===== config.mk =====
export PLATFORM = sky130hd
export DESIGN_NAME = wav_header_field_extractor_unit
export DESIGN_NICKNAME = d
export VERILOG_FILES = /design/src/hw/rtl/wavhfx_pkg.sv /design/src/hw/rtl/wavhfx_scanner.sv /design/src/hw/rtl/wavhfx_mul.sv /design/src/hw/rtl/wavhfx_div.sv /design/src/hw/rtl/wav_header_field_extractor_unit.sv
export SDC_FILE = /design/constraint.sdc
export NUM_CORES = 1
export LEC_CHECK = 0
export ABC_AREA = 1
export BUFFER_PORTS_ARGS = -buffer_cell sky130_fd_sc_hd__buf_2
export CORE_MARGIN = 2
export CORE_UTILIZATION = 60
export CTS_BUF_LIST = sky130_fd_sc_hd__clkbuf_16
export CTS_CLUSTER_SIZE = 10
export DETAILED_ROUTE_END_ITERATION = 8
export PLACE_DENSITY_LB_ADDON = 0.05
export SETUP_SLACK_MARGIN = 0.15
export SLEW_MARGIN = 25
export SYNTH_ARGS = -nofsm -noshare
export SYNTH_HDL_FRONTEND = slang
export SYNTH_SLANG_ARGS = --single-unit

===== constraint.sdc =====
create_clock -name clk_i -period 30.9 [get_ports clk_i]
set_input_delay 3.09 -clock clk_i [delete_from_list [all_inputs] [get_ports clk_i]]
set_output_delay 3.09 -clock clk_i [all_outputs]
set_load 0.03 [all_outputs]

===== src/hw/rtl/wavhfx_pkg.sv =====
package wavhfx_pkg;

  // Width of the byte position counter; it saturates at all ones.
  localparam int unsigned PosW = 32;

  localparam int unsigned RateW  = 32;
  localparam int unsigned TotalW = 35;
  localparam int unsigned QuoW   = 51;

  typedef logic [PosW-1:0] pos_t;

  localparam pos_t PosMax = {PosW{1'b1}};

  localparam logic [15:0] DefChannels = 16'd2;
  localparam logic [31:0] DefRate     = 32'd44100;
  localparam logic [15:0] DefBits     = 16'd16;

  localparam logic [31:0] RiffMark = 32'h52494646;  // "RIFF"
  localparam logic [31:0] WaveMark = 32'h57415645;  // "WAVE"
  localparam logic [31:0] TagFmt   = 32'h666D7420;  // "fmt "
  localparam logic [31:0] TagData  = 32'h64617461;  // "data"

  typedef struct packed {
    logic [7:0] byte_value;
    logic       last_byte;
  } in_t;

  typedef struct packed {
    logic                header_ok;
    logic                format_taken;
    logic [15:0]         channel_count;
    logic [RateW-1:0]    sample_rate;
    logic [15:0]         bits_per_sample;
    logic [31:0]         data_offset;
    logic [31:0]         data_size;
    logic [TotalW-1:0]   total_samples;
    logic [QuoW-1:0]     duration_q16;
  } out_t;

  // Header fields as seen once the last byte has been scanned.
  typedef struct packed {
    logic        ok;
    logic        taken;
    logic [15:0] ch;
    logic [31:0] rate;
    logic [15:0] bits;
    logic [31:0] off;
    logic [31:0] size;
  } scan_sum_t;

  // Byte idx of a four-character marker, first character at idx 0.
  function automatic logic [7:0] mark_byte(logic [31:0] mark, logic [1:0] idx);
    logic [7:0] b;
    case (idx)
      2'd0:    b = mark[31:24];
      2'd1:    b = mark[23:16];
      2'd2:    b = mark[15:8];
      default: b = mark[7:0];
    endcase
    return b;
  endfunction

endpackage


===== src/hw/rtl/wavhfx_scanner.sv =====
module wavhfx_scanner (
  input  logic                   clk_i,
  input  logic                   rst_ni,
  input  logic                   take_i,
  input  logic                   clear_i,
  input  logic [7:0]             byte_i,
  output wavhfx_pkg::scan_sum_t  sum_o
);

  // Offsets from the start of a tag; the counters hold the offset of the next byte.
  localparam logic [4:0] FmtFirst = 5'd4;
  localparam logic [4:0] FmtSpan  = 5'd24;
  localparam logic [4:0] RelCh0   = 5'd10;
  localparam logic [4:0] RelCh1   = 5'd11;
  localparam logic [4:0] RelRate0 = 5'd12;
  localparam logic [4:0] RelRate1 = 5'd13;
  localparam logic [4:0] RelRate2 = 5'd14;
  localparam logic [4:0] RelRate3 = 5'd15;
  localparam logic [4:0] RelBits0 = 5'd22;
  localparam logic [4:0] RelBits1 = 5'd23;
  localparam logic [3:0] DataFirst = 4'd4;
  localparam logic [3:0] RelSize0  = 4'd4;
  localparam logic [3:0] RelSize1  = 4'd5;
  localparam logic [3:0] RelSize2  = 4'd6;
  localparam logic [3:0] RelSize3  = 4'd7;
  localparam logic [3:0] DataDone  = 4'd9;

  wavhfx_pkg::pos_t pos_q, pos_d;
  logic [31:0] window_q, window_d;
  logic        marker_q, marker_d;
  logic [4:0]  fmt_rel_q, fmt_rel_d;
  logic [15:0] ch_q, ch_d;
  logic [31:0] rate_q, rate_d;
  logic [15:0] bits_q, bits_d;
  logic [3:0]  data_rel_q, data_rel_d;
  logic [31:0] off_q, off_d;
  logic [31:0] size_q, size_d;

  logic        take;
  logic [31:0] win;

  assign take = take_i && (pos_q != wavhfx_pkg::PosMax);
  assign win  = {window_q[23:0], byte_i};

  always_comb begin
    pos_d      = pos_q;
    window_d   = window_q;
    marker_d   = marker_q;
    fmt_rel_d  = fmt_rel_q;
    ch_d       = ch_q;
    rate_d     = rate_q;
    bits_d     = bits_q;
    data_rel_d = data_rel_q;
    off_d      = off_q;
    size_d     = size_q;

    if (take) begin
      pos_d    = pos_q + wavhfx_pkg::pos_t'(1);
      window_d = win;

      if (pos_q < wavhfx_pkg::pos_t'(4) &&
          byte_i != wavhfx_pkg::mark_byte(wavhfx_pkg::RiffMark, pos_q[1:0])) begin
        marker_d = 1'b0;
      end
      if (pos_q >= wavhfx_pkg::pos_t'(8) && pos_q < wavhfx_pkg::pos_t'(12) &&
          byte_i != wavhfx_pkg::mark_byte(wavhfx_pkg::WaveMark, pos_q[1:0])) begin
        marker_d = 1'b0;
      end

      if (fmt_rel_q != 5'd0 && fmt_rel_q != FmtSpan) begin
        fmt_rel_d = fmt_rel_q + 5'd1;
        case (fmt_rel_q)
          RelCh0:   ch_d[7:0]     = byte_i;
          RelCh1:   ch_d[15:8]    = byte_i;
          RelRate0: rate_d[7:0]   = byte_i;
          RelRate1: rate_d[15:8]  = byte_i;
          RelRate2: rate_d[23:16] = byte_i;
          RelRate3: rate_d[31:24] = byte_i;
          RelBits0: bits_d[7:0]   = byte_i;
          RelBits1: bits_d[15:8]  = byte_i;
          default: ;
        endcase
      end

      if (data_rel_q != 4'd0 && data_rel_q != DataDone) begin
        data_rel_d = data_rel_q + 4'd1;
        case (data_rel_q)
          RelSize0: size_d[7:0]   = byte_i;
          RelSize1: size_d[15:8]  = byte_i;
          RelSize2: size_d[23:16] = byte_i;
          RelSize3: size_d[31:24] = byte_i;
          default: ;
        endcase
      end

      // Tags count only from byte 12 on, so the window ends at byte 15 or later.
      if (pos_q >= wavhfx_pkg::pos_t'(15)) begin
        if (fmt_rel_q == 5'd0 && win == wavhfx_pkg::TagFmt) begin
          fmt_rel_d = FmtFirst;
        end
        if (data_rel_q == 4'd0 && win == wavhfx_pkg::TagData) begin
          data_rel_d = DataFirst;
          off_d      = 32'(pos_q) + 32'd5;
        end
      end
    end

    if (clear_i) begin
      pos_d      = '0;
      window_d   = '0;
      marker_d   = 1'b1;
      fmt_rel_d  = '0;
      ch_d       = '0;
      rate_d     = '0;
      bits_d     = '0;
      data_rel_d = '0;
      off_d      = '0;
      size_d     = '0;
    end
  end

  always_ff @(posedge clk_i or negedge rst_ni) begin
    if (!rst_ni) begin
      pos_q      <= '0;
      window_q   <= '0;
      marker_q   <= 1'b1;
      fmt_rel_q  <= '0;
      ch_q       <= '0;
      rate_q     <= '0;
      bits_q     <= '0;
      data_rel_q <= '0;
      off_q      <= '0;
      size_q     <= '0;
    end else begin
      pos_q      <= pos_d;
      window_q   <= window_d;
      marker_q   <= marker_d;
      fmt_rel_q  <= fmt_rel_d;
      ch_q       <= ch_d;
      rate_q     <= rate_d;
      bits_q     <= bits_d;
      data_rel_q <= data_rel_d;
      off_q      <= off_d;
      size_q     <= size_d;
    end
  end

  logic ok, taken, confirmed;

  assign ok        = marker_q && (pos_q >= wavhfx_pkg::pos_t'(12));
  assign taken     = ok && (fmt_rel_q == FmtSpan);
  assign confirmed = ok && (data_rel_q == DataDone);

  always_comb begin
    sum_o.ok    = ok;
    sum_o.taken = taken;
    sum_o.ch    = taken ? ch_q   : wavhfx_pkg::DefChannels;
    sum_o.rate  = taken ? rate_q : wavhfx_pkg::DefRate;
    sum_o.bits  = taken ? bits_q : wavhfx_pkg::DefBits;
    sum_o.off   = confirmed ? off_q  : 32'd0;
    sum_o.size  = confirmed ? size_q : 32'd0;
  end

endmodule


===== src/hw/rtl/wavhfx_mul.sv =====
module wavhfx_mul (
  input  logic        clk_i,
  input  logic        rst_ni,
  input  logic        start_i,
  input  logic [15:0] a_i,
  input  logic [15:0] b_i,
  output logic        done_o,
  output logic [31:0] product_o
);

  localparam logic [4:0] Steps = 5'd16;

  logic [31:0] mcand_q;
  logic [15:0] mplier_q;
  logic [31:0] acc_q;
  logic [4:0]  cnt_q;
  logic        busy_q;
  logic        done_q;

  always_ff @(posedge clk_i or negedge rst_ni) begin
    if (!rst_ni) begin
      cnt_q  <= '0;
      busy_q <= 1'b0;
      done_q <= 1'b0;
    end else begin
      done_q <= 1'b0;
      if (start_i) begin
        cnt_q  <= Steps;
        busy_q <= 1'b1;
      end else if (busy_q) begin
        cnt_q <= cnt_q - 5'd1;
        if (cnt_q == 5'd1) begin
          busy_q <= 1'b0;
          done_q <= 1'b1;
        end
      end
    end
  end

  // One multiplier bit per cycle, LSB first.
  always_ff @(posedge clk_i) begin
    if (start_i) begin
      mcand_q  <= 32'(a_i);
      mplier_q <= b_i;
      acc_q    <= '0;
    end else if (busy_q) begin
      if (mplier_q[0]) begin
        acc_q <= acc_q + mcand_q;
      end
      mcand_q  <= {mcand_q[30:0], 1'b0};
      mplier_q <= {1'b0, mplier_q[15:1]};
    end
  end

  assign done_o    = done_q;
  assign product_o = acc_q;

endmodule


===== src/hw/rtl/wavhfx_div.sv =====
module wavhfx_div (
  input  logic                              clk_i,
  input  logic                              rst_ni,
  input  logic                              start_i,
  input  logic [wavhfx_pkg::QuoW-1:0]       dividend_i,
  input  logic [wavhfx_pkg::RateW-1:0]      divisor_i,
  input  logic [5:0]                        steps_i,
  output logic                              done_o,
  output logic [wavhfx_pkg::QuoW-1:0]       quotient_o
);

  // The dividend sits left-aligned; after steps_i shifts the quotient is in the low bits.
  logic [wavhfx_pkg::QuoW-1:0]  work_q;
  logic [wavhfx_pkg::RateW-1:0] rem_q;
  logic [wavhfx_pkg::RateW-1:0] dvs_q;
  logic [5:0]                   cnt_q;
  logic                         busy_q;
  logic                         done_q;

  logic [wavhfx_pkg::RateW:0]   trial;
  logic [wavhfx_pkg::RateW:0]   diff;
  logic                         fits;

  assign trial = {rem_q, work_q[wavhfx_pkg::QuoW-1]};
  assign diff  = trial - {1'b0, dvs_q};
  assign fits  = trial >= {1'b0, dvs_q};

  always_ff @(posedge clk_i or negedge rst_ni) begin
    if (!rst_ni) begin
      cnt_q  <= '0;
      busy_q <= 1'b0;
      done_q <= 1'b0;
    end else begin
      done_q <= 1'b0;
      if (start_i) begin
        cnt_q  <= steps_i;
        busy_q <= 1'b1;
      end else if (busy_q) begin
        cnt_q <= cnt_q - 6'd1;
        if (cnt_q == 6'd1) begin
          busy_q <= 1'b0;
          done_q <= 1'b1;
        end
      end
    end
  end

  always_ff @(posedge clk_i) begin
    if (start_i) begin
      work_q <= dividend_i;
      rem_q  <= '0;
      dvs_q  <= divisor_i;
    end else if (busy_q) begin
      rem_q  <= fits ? diff[wavhfx_pkg::RateW-1:0] : trial[wavhfx_pkg::RateW-1:0];
      work_q <= {work_q[wavhfx_pkg::QuoW-2:0], fits};
    end
  end

  assign done_o     = done_q;
  assign quotient_o = work_q;

endmodule


===== src/hw/rtl/wav_header_field_extractor_unit.sv =====
// WAV header field extractor. Stream a file in one byte per cycle on the
// input channel, with last_byte set on the final byte; one result follows.
// While bytes stream, in_ready_o stays high and each byte is a single-cycle
// transfer. After the last byte the unit stops taking input: it freezes the
// header fields, then, when the header is valid and rate, channels, bit depth
// and data size are all nonzero, runs a bit-serial 16-step multiply (bits x
// channels) and two passes of a shared bit-serial restoring divider, 35 steps
// for the sample count and 51 steps for the Q.16 duration. The multiplier
// takes one multiplier bit and the divider one quotient bit per cycle.
// Otherwise the unit goes from freezing the fields straight to its done
// state. The result sits in an output register, so the next file can stream
// in while it waits to be taken.
module wav_header_field_extractor_unit (
  input  logic              clk_i,
  input  logic              rst_ni,
  input  logic              in_valid_i,
  output logic              in_ready_o,
  input  wavhfx_pkg::in_t   in_data_i,
  output logic              out_valid_o,
  input  logic              out_ready_i,
  output wavhfx_pkg::out_t  out_data_o
);

  typedef enum logic [5:0] {
    S_IDLE      = 6'b000001,
    S_FINISH    = 6'b000010,
    S_MUL       = 6'b000100,
    S_DIV_TOTAL = 6'b001000,
    S_DIV_DUR   = 6'b010000,
    S_DONE      = 6'b100000
  } state_e;

  localparam logic [5:0] TotalSteps = 6'(wavhfx_pkg::TotalW);
  localparam logic [5:0] DurSteps   = 6'(wavhfx_pkg::QuoW);

  state_e state_q, state_d;

  wavhfx_pkg::scan_sum_t scan_sum;
  wavhfx_pkg::scan_sum_t sum_q;
  logic [wavhfx_pkg::TotalW-1:0] total_q;
  logic [wavhfx_pkg::QuoW-1:0]   dur_q;
  wavhfx_pkg::out_t              out_q;
  logic                          out_valid_q;

  logic in_take;
  logic compute;
  logic out_load;

  logic        mul_start, mul_done;
  logic [31:0] mul_product;

  logic                            div_start, div_done;
  logic [wavhfx_pkg::QuoW-1:0]     div_dividend, div_quotient;
  logic [wavhfx_pkg::RateW-1:0]    div_divisor;
  logic [5:0]                      div_steps;

  assign in_ready_o = (state_q == S_IDLE);
  assign in_take    = in_valid_i && in_ready_o;

  wavhfx_scanner u_scanner (
    .clk_i   (clk_i),
    .rst_ni  (rst_ni),
    .take_i  (in_take),
    .clear_i (state_q == S_FINISH),
    .byte_i  (in_data_i.byte_value),
    .sum_o   (scan_sum)
  );

  assign compute = scan_sum.ok && (scan_sum.rate != 32'd0) && (scan_sum.ch != 16'd0) &&
                   (scan_sum.bits != 16'd0) && (scan_sum.size != 32'd0);

  assign mul_start = (state_q == S_FINISH) && compute;

  wavhfx_mul u_mul (
    .clk_i     (clk_i),
    .rst_ni    (rst_ni),
    .start_i   (mul_start),
    .a_i       (scan_sum.bits),
    .b_i       (scan_sum.ch),
    .done_o    (mul_done),
    .product_o (mul_product)
  );

  // First pass: size*8 / (bits*channels). Second pass: (total << 16) / rate.
  always_comb begin
    if (state_q == S_MUL) begin
      div_start    = mul_done;
      div_dividend = {sum_q.size, 3'b000, 16'h0000};
      div_divisor  = mul_product;
      div_steps    = TotalSteps;
    end else begin
      div_start    = (state_q == S_DIV_TOTAL) && div_done;
      div_dividend = {div_quotient[wavhfx_pkg::TotalW-1:0], 16'h0000};
      div_divisor  = sum_q.rate;
      div_steps    = DurSteps;
    end
  end

  wavhfx_div u_div (
    .clk_i      (clk_i),
    .rst_ni     (rst_ni),
    .start_i    (div_start),
    .dividend_i (div_dividend),
    .divisor_i  (div_divisor),
    .steps_i    (div_steps),
    .done_o     (div_done),
    .quotient_o (div_quotient)
  );

  assign out_load = (state_q == S_DONE) && (!out_valid_q || out_ready_i);

  always_comb begin
    state_d = state_q;
    case (state_q)
      S_IDLE: begin
        if (in_take && in_data_i.last_byte) state_d = S_FINISH;
      end
      S_FINISH: begin
        state_d = compute ? S_MUL : S_DONE;
      end
      S_MUL: begin
        if (mul_done) state_d = S_DIV_TOTAL;
      end
      S_DIV_TOTAL: begin
        if (div_done) state_d = S_DIV_DUR;
      end
      S_DIV_DUR: begin
        if (div_done) state_d = S_DONE;
      end
      S_DONE: begin
        if (out_load) state_d = S_IDLE;
      end
      default: state_d = S_IDLE;
    endcase
  end

  always_ff @(posedge clk_i or negedge rst_ni) begin
    if (!rst_ni) begin
      state_q     <= S_IDLE;
      out_valid_q <= 1'b0;
    end else begin
      state_q <= state_d;
      if (out_load) begin
        out_valid_q <= 1'b1;
      end else if (out_ready_i) begin
        out_valid_q <= 1'b0;
      end
    end
  end

  always_ff @(posedge clk_i) begin
    if (state_q == S_FINISH) begin
      sum_q   <= scan_sum;
      total_q <= '0;
      dur_q   <= '0;
    end
    if ((state_q == S_DIV_TOTAL) && div_done) begin
      total_q <= div_quotient[wavhfx_pkg::TotalW-1:0];
    end
    if ((state_q == S_DIV_DUR) && div_done) begin
      dur_q <= div_quotient;
    end
    if (out_load) begin
      out_q.header_ok       <= sum_q.ok;
      out_q.format_taken    <= sum_q.taken;
      out_q.channel_count   <= sum_q.ch;
      out_q.sample_rate     <= sum_q.rate;
      out_q.bits_per_sample <= sum_q.bits;
      out_q.data_offset     <= sum_q.off;
      out_q.data_size       <= sum_q.size;
      out_q.total_samples   <= total_q;
      out_q.duration_q16    <= dur_q;
    end
  end

  assign out_valid_o = out_valid_q;
  assign out_data_o  = out_q;

endmodule


# After elaboration in Yosys (flattened, before gate mapping)
# Cells that the tools add are included.
[classes] add_sub_neg=8 mul=0 n_div=0 n_lt_le_gt_ge=6 n_eq_ne=36 n_shift=0 muxes=94 n_bitwise=0 n_reduce_logical=71
[ops] op="$mux 32" n=16
[ops] op="$mux 51" n=5
[ops] op="$mux 16" n=12
[ops] op="$mux 8" n=14
[ops] op="$ge 32x4->1 const B" n=3
[ops] op="$mux 35" n=2
[ops] op="$eq 32x31->1 const B" n=2
[ops] op="$reduce_bool 32->1" n=2
[ops] op="$mux 24" n=2
[ops] op="$mux 6" n=8
[ops] op="$reduce_bool 2->1" n=22
[ops] op="$mux 5" n=8
[ops] op="$reduce_and 3->1" n=13
[ops] op="$pmux 6 s6" n=1
[ops] op="$ge 33x32->1" n=1
[ops] op="$add 32x1->32 const B" n=1
[ops] op="$add 32x3->32 const B" n=1
[ops] op="$add 32x32->32" n=1
[ops] op="$lt 32x3->1 const B" n=1
[ops] op="$lt 32x4->1 const B" n=1
[ops] op="$ne 32x32->1 const B" n=1
[ops] op="$reduce_bool 16->1" n=2
[ops] op="$sub 32x32->32" n=1
[ops] op="$eq 5x4->1 const B" n=6
[ops] op="36 further kinds" n=89
[totals] regBits=843 latch_bits=0 ramBits=0 rom_bits=0 output_inout_bits=218 wordCells=266 mem_count=0

# Logic depth before layout (Yosys ltp)
[logic_depth] ltp_word=11 ltp_mapped=22

# Cells and area by module
# A second synthesis with hierarchy kept.
[hier_totals] hier_cells=4363 area_unflattened_um2=39287.7
[modules_own_cells] mod="wav_header_field_extractor_unit" n_inst=1 cells_each=911 area_per_inst_um2=15070.7 seq_area_each_um2=13148.9
[modules_own_cells] mod="wavhfx_scanner" n_inst=1 cells_each=1498 area_per_inst_um2=10682.7 seq_area_each_um2=4855.9
[modules_own_cells] mod="wavhfx_div" n_inst=1 cells_each=1075 area_per_inst_um2=7803.7 seq_area_each_um2=3333.2
[modules_own_cells] mod="wavhfx_mul" n_inst=1 cells_each=879 area_per_inst_um2=5730.5 seq_area_each_um2=2097.0

# Worst setup path after synthesis
# No wires, ideal clock.
[synth_path] kind="in2reg" from="input port out_ready_i" to="register out_q, in the netlist out_data_o[0], enable pin" setup_ns=0.796 arrival_ns=12.039 setup_slack_ns=18.065 stages=2 n_path_buf=0 cell_sequence="nor2_1 nor2_1"
[synth_between] elab_chain_cells=2
[synth_rtl] item="start: declaration" line_no="wav_header_field_extractor_unit.sv:20" rtl="input logic out_ready_i,"
[synth_rtl] item="$logic_or 1x1->1" line_no="wav_header_field_extractor_unit.sv:110" rtl="assign out_load = (state_q == S_DONE) && (!out_valid_q || out_ready_i);"
[synth_rtl] item="$logic_and 1x1->1" line_no="wav_header_field_extractor_unit.sv:110"
[synth_rtl] item="named net out_load" line_no="wav_header_field_extractor_unit.sv:47" rtl="logic out_load;"
[synth_rtl] item="end: declaration" line_no="wav_header_field_extractor_unit.sv:42" rtl="wavhfx_pkg::out_t out_q;"
# The timed path passes the listed nets, and every way through them passes these cells.
# A chain may end at the register's enable or synchronous reset.

# Worst setup path after layout
[layout_path] from="input port in_valid_i" to="register u_scanner.pos_q[25]"
[layout_between] elab_chain_cells=3
[layout_rtl] item="start: declaration" line_no="wav_header_field_extractor_unit.sv:16" rtl="input logic in_valid_i,"
[layout_rtl] item="$logic_and 1x1->1" line_no="wav_header_field_extractor_unit.sv:58" rtl="assign in_take = in_valid_i && in_ready_o;"
[layout_rtl] item="$logic_and 1x1->1" line_no="wavhfx_scanner.sv:42" rtl="assign take = take_i && (pos_q != wavhfx_pkg::PosMax);"
[layout_rtl] item="$reduce_bool 2->1 (no line)"
[layout_rtl] item="end signal: assignment" line_no="wavhfx_scanner.sv:135" rtl="pos_q <= pos_d;"
[layout_rtl] item="end: declaration" line_no="wavhfx_scanner.sv:28" rtl="wavhfx_pkg::pos_t pos_q, pos_d;"
# Every way passes these cells.

==> results.ini <==
[run_status]
outcome = finished, final reports clean

[floorplan]
coreArea_sq_mm = 0.06047
start_util = 0.6083
ios = 231
die-height_um = 251.6
dieArea_sq_mm = 0.06331
rows = 90
fp.dieW_um = 251.6

[timing]
relSlewSlack = 0.3349
hold_viol = 0
rsz0062_at_grt = false
setup_viol = 0
fmax_mhz = 176.0
skew_ns = 0.04477
period_share = 0.1839
fin_tns_setup_ns = 0
drv_slew = 0
worst_slew_pin_slew_ns = 0.9966
period_needed_ns = 5.681

[clock_tree]
clk_latency_ns = 0.67
htreeDepth = 3
clockBufferDepth = 3
numCtsBuffers = 96
cts_sinks = 843
cts_tree = yes
holdBufCountCts = 0
postCtsSetupRepairBufs = 0
cts-root-buf = clkbuf_16
clkSlewWorstSetupHoldPaths_ns = 0.06
cts-resized-gates = 0

[power_and_ir_drop]
power.leakage_nw = 18.09
peakVddDrop_uv = 53.44
powerDensity_mw_per_mm2 = 75.33

[finish]
final_util = 0.6873
final_area_sq_mm = 0.04156
final_nets = 3924
final_cell_mix = 717 x nand2_1, 550 x inv_1, 547 x edfxtp_1
n_fill_cell = 4570
layout_commonest_cell = nand2_1
syn_to_final_growth_pct = 12.98
layout-drive-gt1-share = 0.1120
antenna_cells = 0

[worst_setup_path]
startpoint_type = input port
worstSetupEndpointType = flip-flop
r2r_cells = 19
r2r_end = u_mul.cnt_q[0]
worst-setup-path-type = input port to flip-flop
r2r_slack_ns = 25.89
cp_max_fo = 33
required_ns = 31.46
arrival_ns = 6.24
r2r_start = u_scanner.pos_q[18]

[place]
placed_cell_area_sq_mm = 0.03858
dp.final_hpwl_um = 60970
place_congestion = 0.9412
io_buffers = 230

[synth]
synth_top_area_cell = edfxtp_1
yosys.cell_types.count = 61
yosysSeqAreaShare = 0.6371
synth_edf_count = 547
synth_area_sq_mm = 0.03679
synthesis.nets = 3704
synthCells = 3607
ys_ff_latch = 843
synth_top_area_frac = 0.4465
synth_ff_type = edfxtp_1
synth_warnings = 0
yosys-top-cells-area = edfxtp_1 45%, dfrtp_1 15%, nand2_1 7.4%
async_flop_share = 0.2562
avgSynthCellArea_sq_um = 10.20

[route]
ant_nets = 0
drtPass1Iterations = 6
routed_wl_um = 89690
via_count = 26360
drtIter0Drc = 2351
remaining_drc_errors = 0
drt-vias-per-instance = 5.620
wl_per_cell_um = 19.12

[hold_path]
hold_path.class = flip-flop to flip-flop
whs_path_depth = 0
hp-start = total_q[3]
holdPathEnd = out_data_o[54]

[grt]
grt_pass1_vias = 25720
grt_pass1_wl_um = 141400
grtUsageTotal = 0.2853
antenna_found_initial = 0
overflow = 0
grt_start_max_net_pins = 133

[run]
maxCapViolations = 0

## worst max-delay path by stage
stage | end | cells after the start | start
after floorplan | out_data_o[0] | 2 | out_ready_i
after global placement | u_scanner.pos_q[25] | 11 | in_valid_i
after detailed placement | u_scanner.pos_q[25] | 11 | in_valid_i
after CTS | u_scanner.pos_q[25] | 11 | in_valid_i
after global routing | u_scanner.pos_q[25] | 11 | in_valid_i
final | u_scanner.pos_q[25] | 11 | in_valid_i
## per-layer routing
| metal | share of wire | vias to the layer above | wire length, um | GRT usage |
|---|---|---|---|---|
| met3 | 0.064 | 159 | 5782 | 0.04457 |
| met1 | 0.44 | 12760 | 39190 | 0.4097 |
| met2 | 0.47 | 888 | 42180 | 0.4507 |
| met4 | 0.028 | 0 | 2542 | 0.09252 |
| li1 | - | 12550 | - | - |
| met5 | 0 | - | 0 | 0 |
## per-stage QoR
step | hold slack (ns) | setup WS [ns] | cells | power [W]
final | 0.3935 | 25.22 | 4691 | 0.003131
after detailed placement | 0.4045 | 24.70 | 4510 | 0.002118
after floorplan | 0.4003 | 18.07 | 3607 | 0.001938
after CTS | 0.3830 | 25.34 | 4690 | 0.003137
after global routing | 0.3927 | 24.83 | 4691 | 0.003293
after global placement | 0.4022 | 24.66 | 4510 | 0.002091
## worst max-delay path: stages
cell and delay (ns):
buf_2 0.08, inv_1 0.05, nor2_1 0.47, nand2_2 0.54
inv_2 0.48, nor2_4 0.12, inv_1 0.77, nand2_1 0.10
nor4_1 0.28, o21ai_0 0.12, a21oi_1 0.14
## cells in the mapped netlist (all sizes together), types with 14 or more instances
master / n
o21ai: 306
nor4: 20
clkbuf: 86
nor3: 52
o22ai: 53
inv: 499
o211ai: 59
dfrtp: 214
o2111ai: 21
nand4: 33
ha: 82
or2: 19
nor2: 394
a21oi: 113
edfxtp: 547
xnor2: 24
nand2: 726
xor2: 39
a21o: 14
nand3: 110
buf: 45
dfxtp: 80
## cells by family after synthesis
group	share of synthesized area
buffers and inverters	0.06639
DFF	0.6371
AOI/OAI and AO/OA	0.09901
and+or+nand+nor	0.1535
adders and majority gates	0.02898
xor gates and xnor gates	0.01500
## sequential cells by signal, indices dropped and copies added, names as in the netlist, 5 cells and up
register	cells
u_scanner.rate_q	32
u_mul.mcand_q	32
state_q	6
u_mul.mplier_q	16
u_div.quotient_o	51
u_mul.cnt_q	5
dur_q	51
u_mul.product_o	32
total_q	35
u_scanner.off_q	32
u_div.dvs_q	32
out_data_o	216
sum_q	130
u_div.rem_q	32
u_scanner.bits_q	16
u_div.cnt_q	6
u_scanner.ch_q	16
u_scanner.size_q	32
u_scanner.window_q	24
u_scanner.pos_q	32
u_scanner.fmt_rel_q	5
## power by group
group / internal (W) / switching [W] / total, W
Combinational: 0.000200 / 0.000422 / 0.000622
Sequential: 0.00137 / 0.000117 / 0.00149
Clock: 0.000570 / 0.000450 / 0.00102
Total: 0.00214 / 0.000988 / 0.00313
## cell type report
type | instances | area, sq um | area share
clock buffer | 97 | 2427 | 0.05841
clock inverter | 83 | 470.5 | 0.01132
inverter | 499 | 1877 | 0.04516
multi-input combinational | 2134 | 10990 | 0.2645
sequential | 843 | 23440 | 0.5639
tap | 782 | 978.4 | 0.02354
timing repair buffer | 253 | 1378 | 0.03315
No activity file was read; power rests on OpenSTA's default activity.
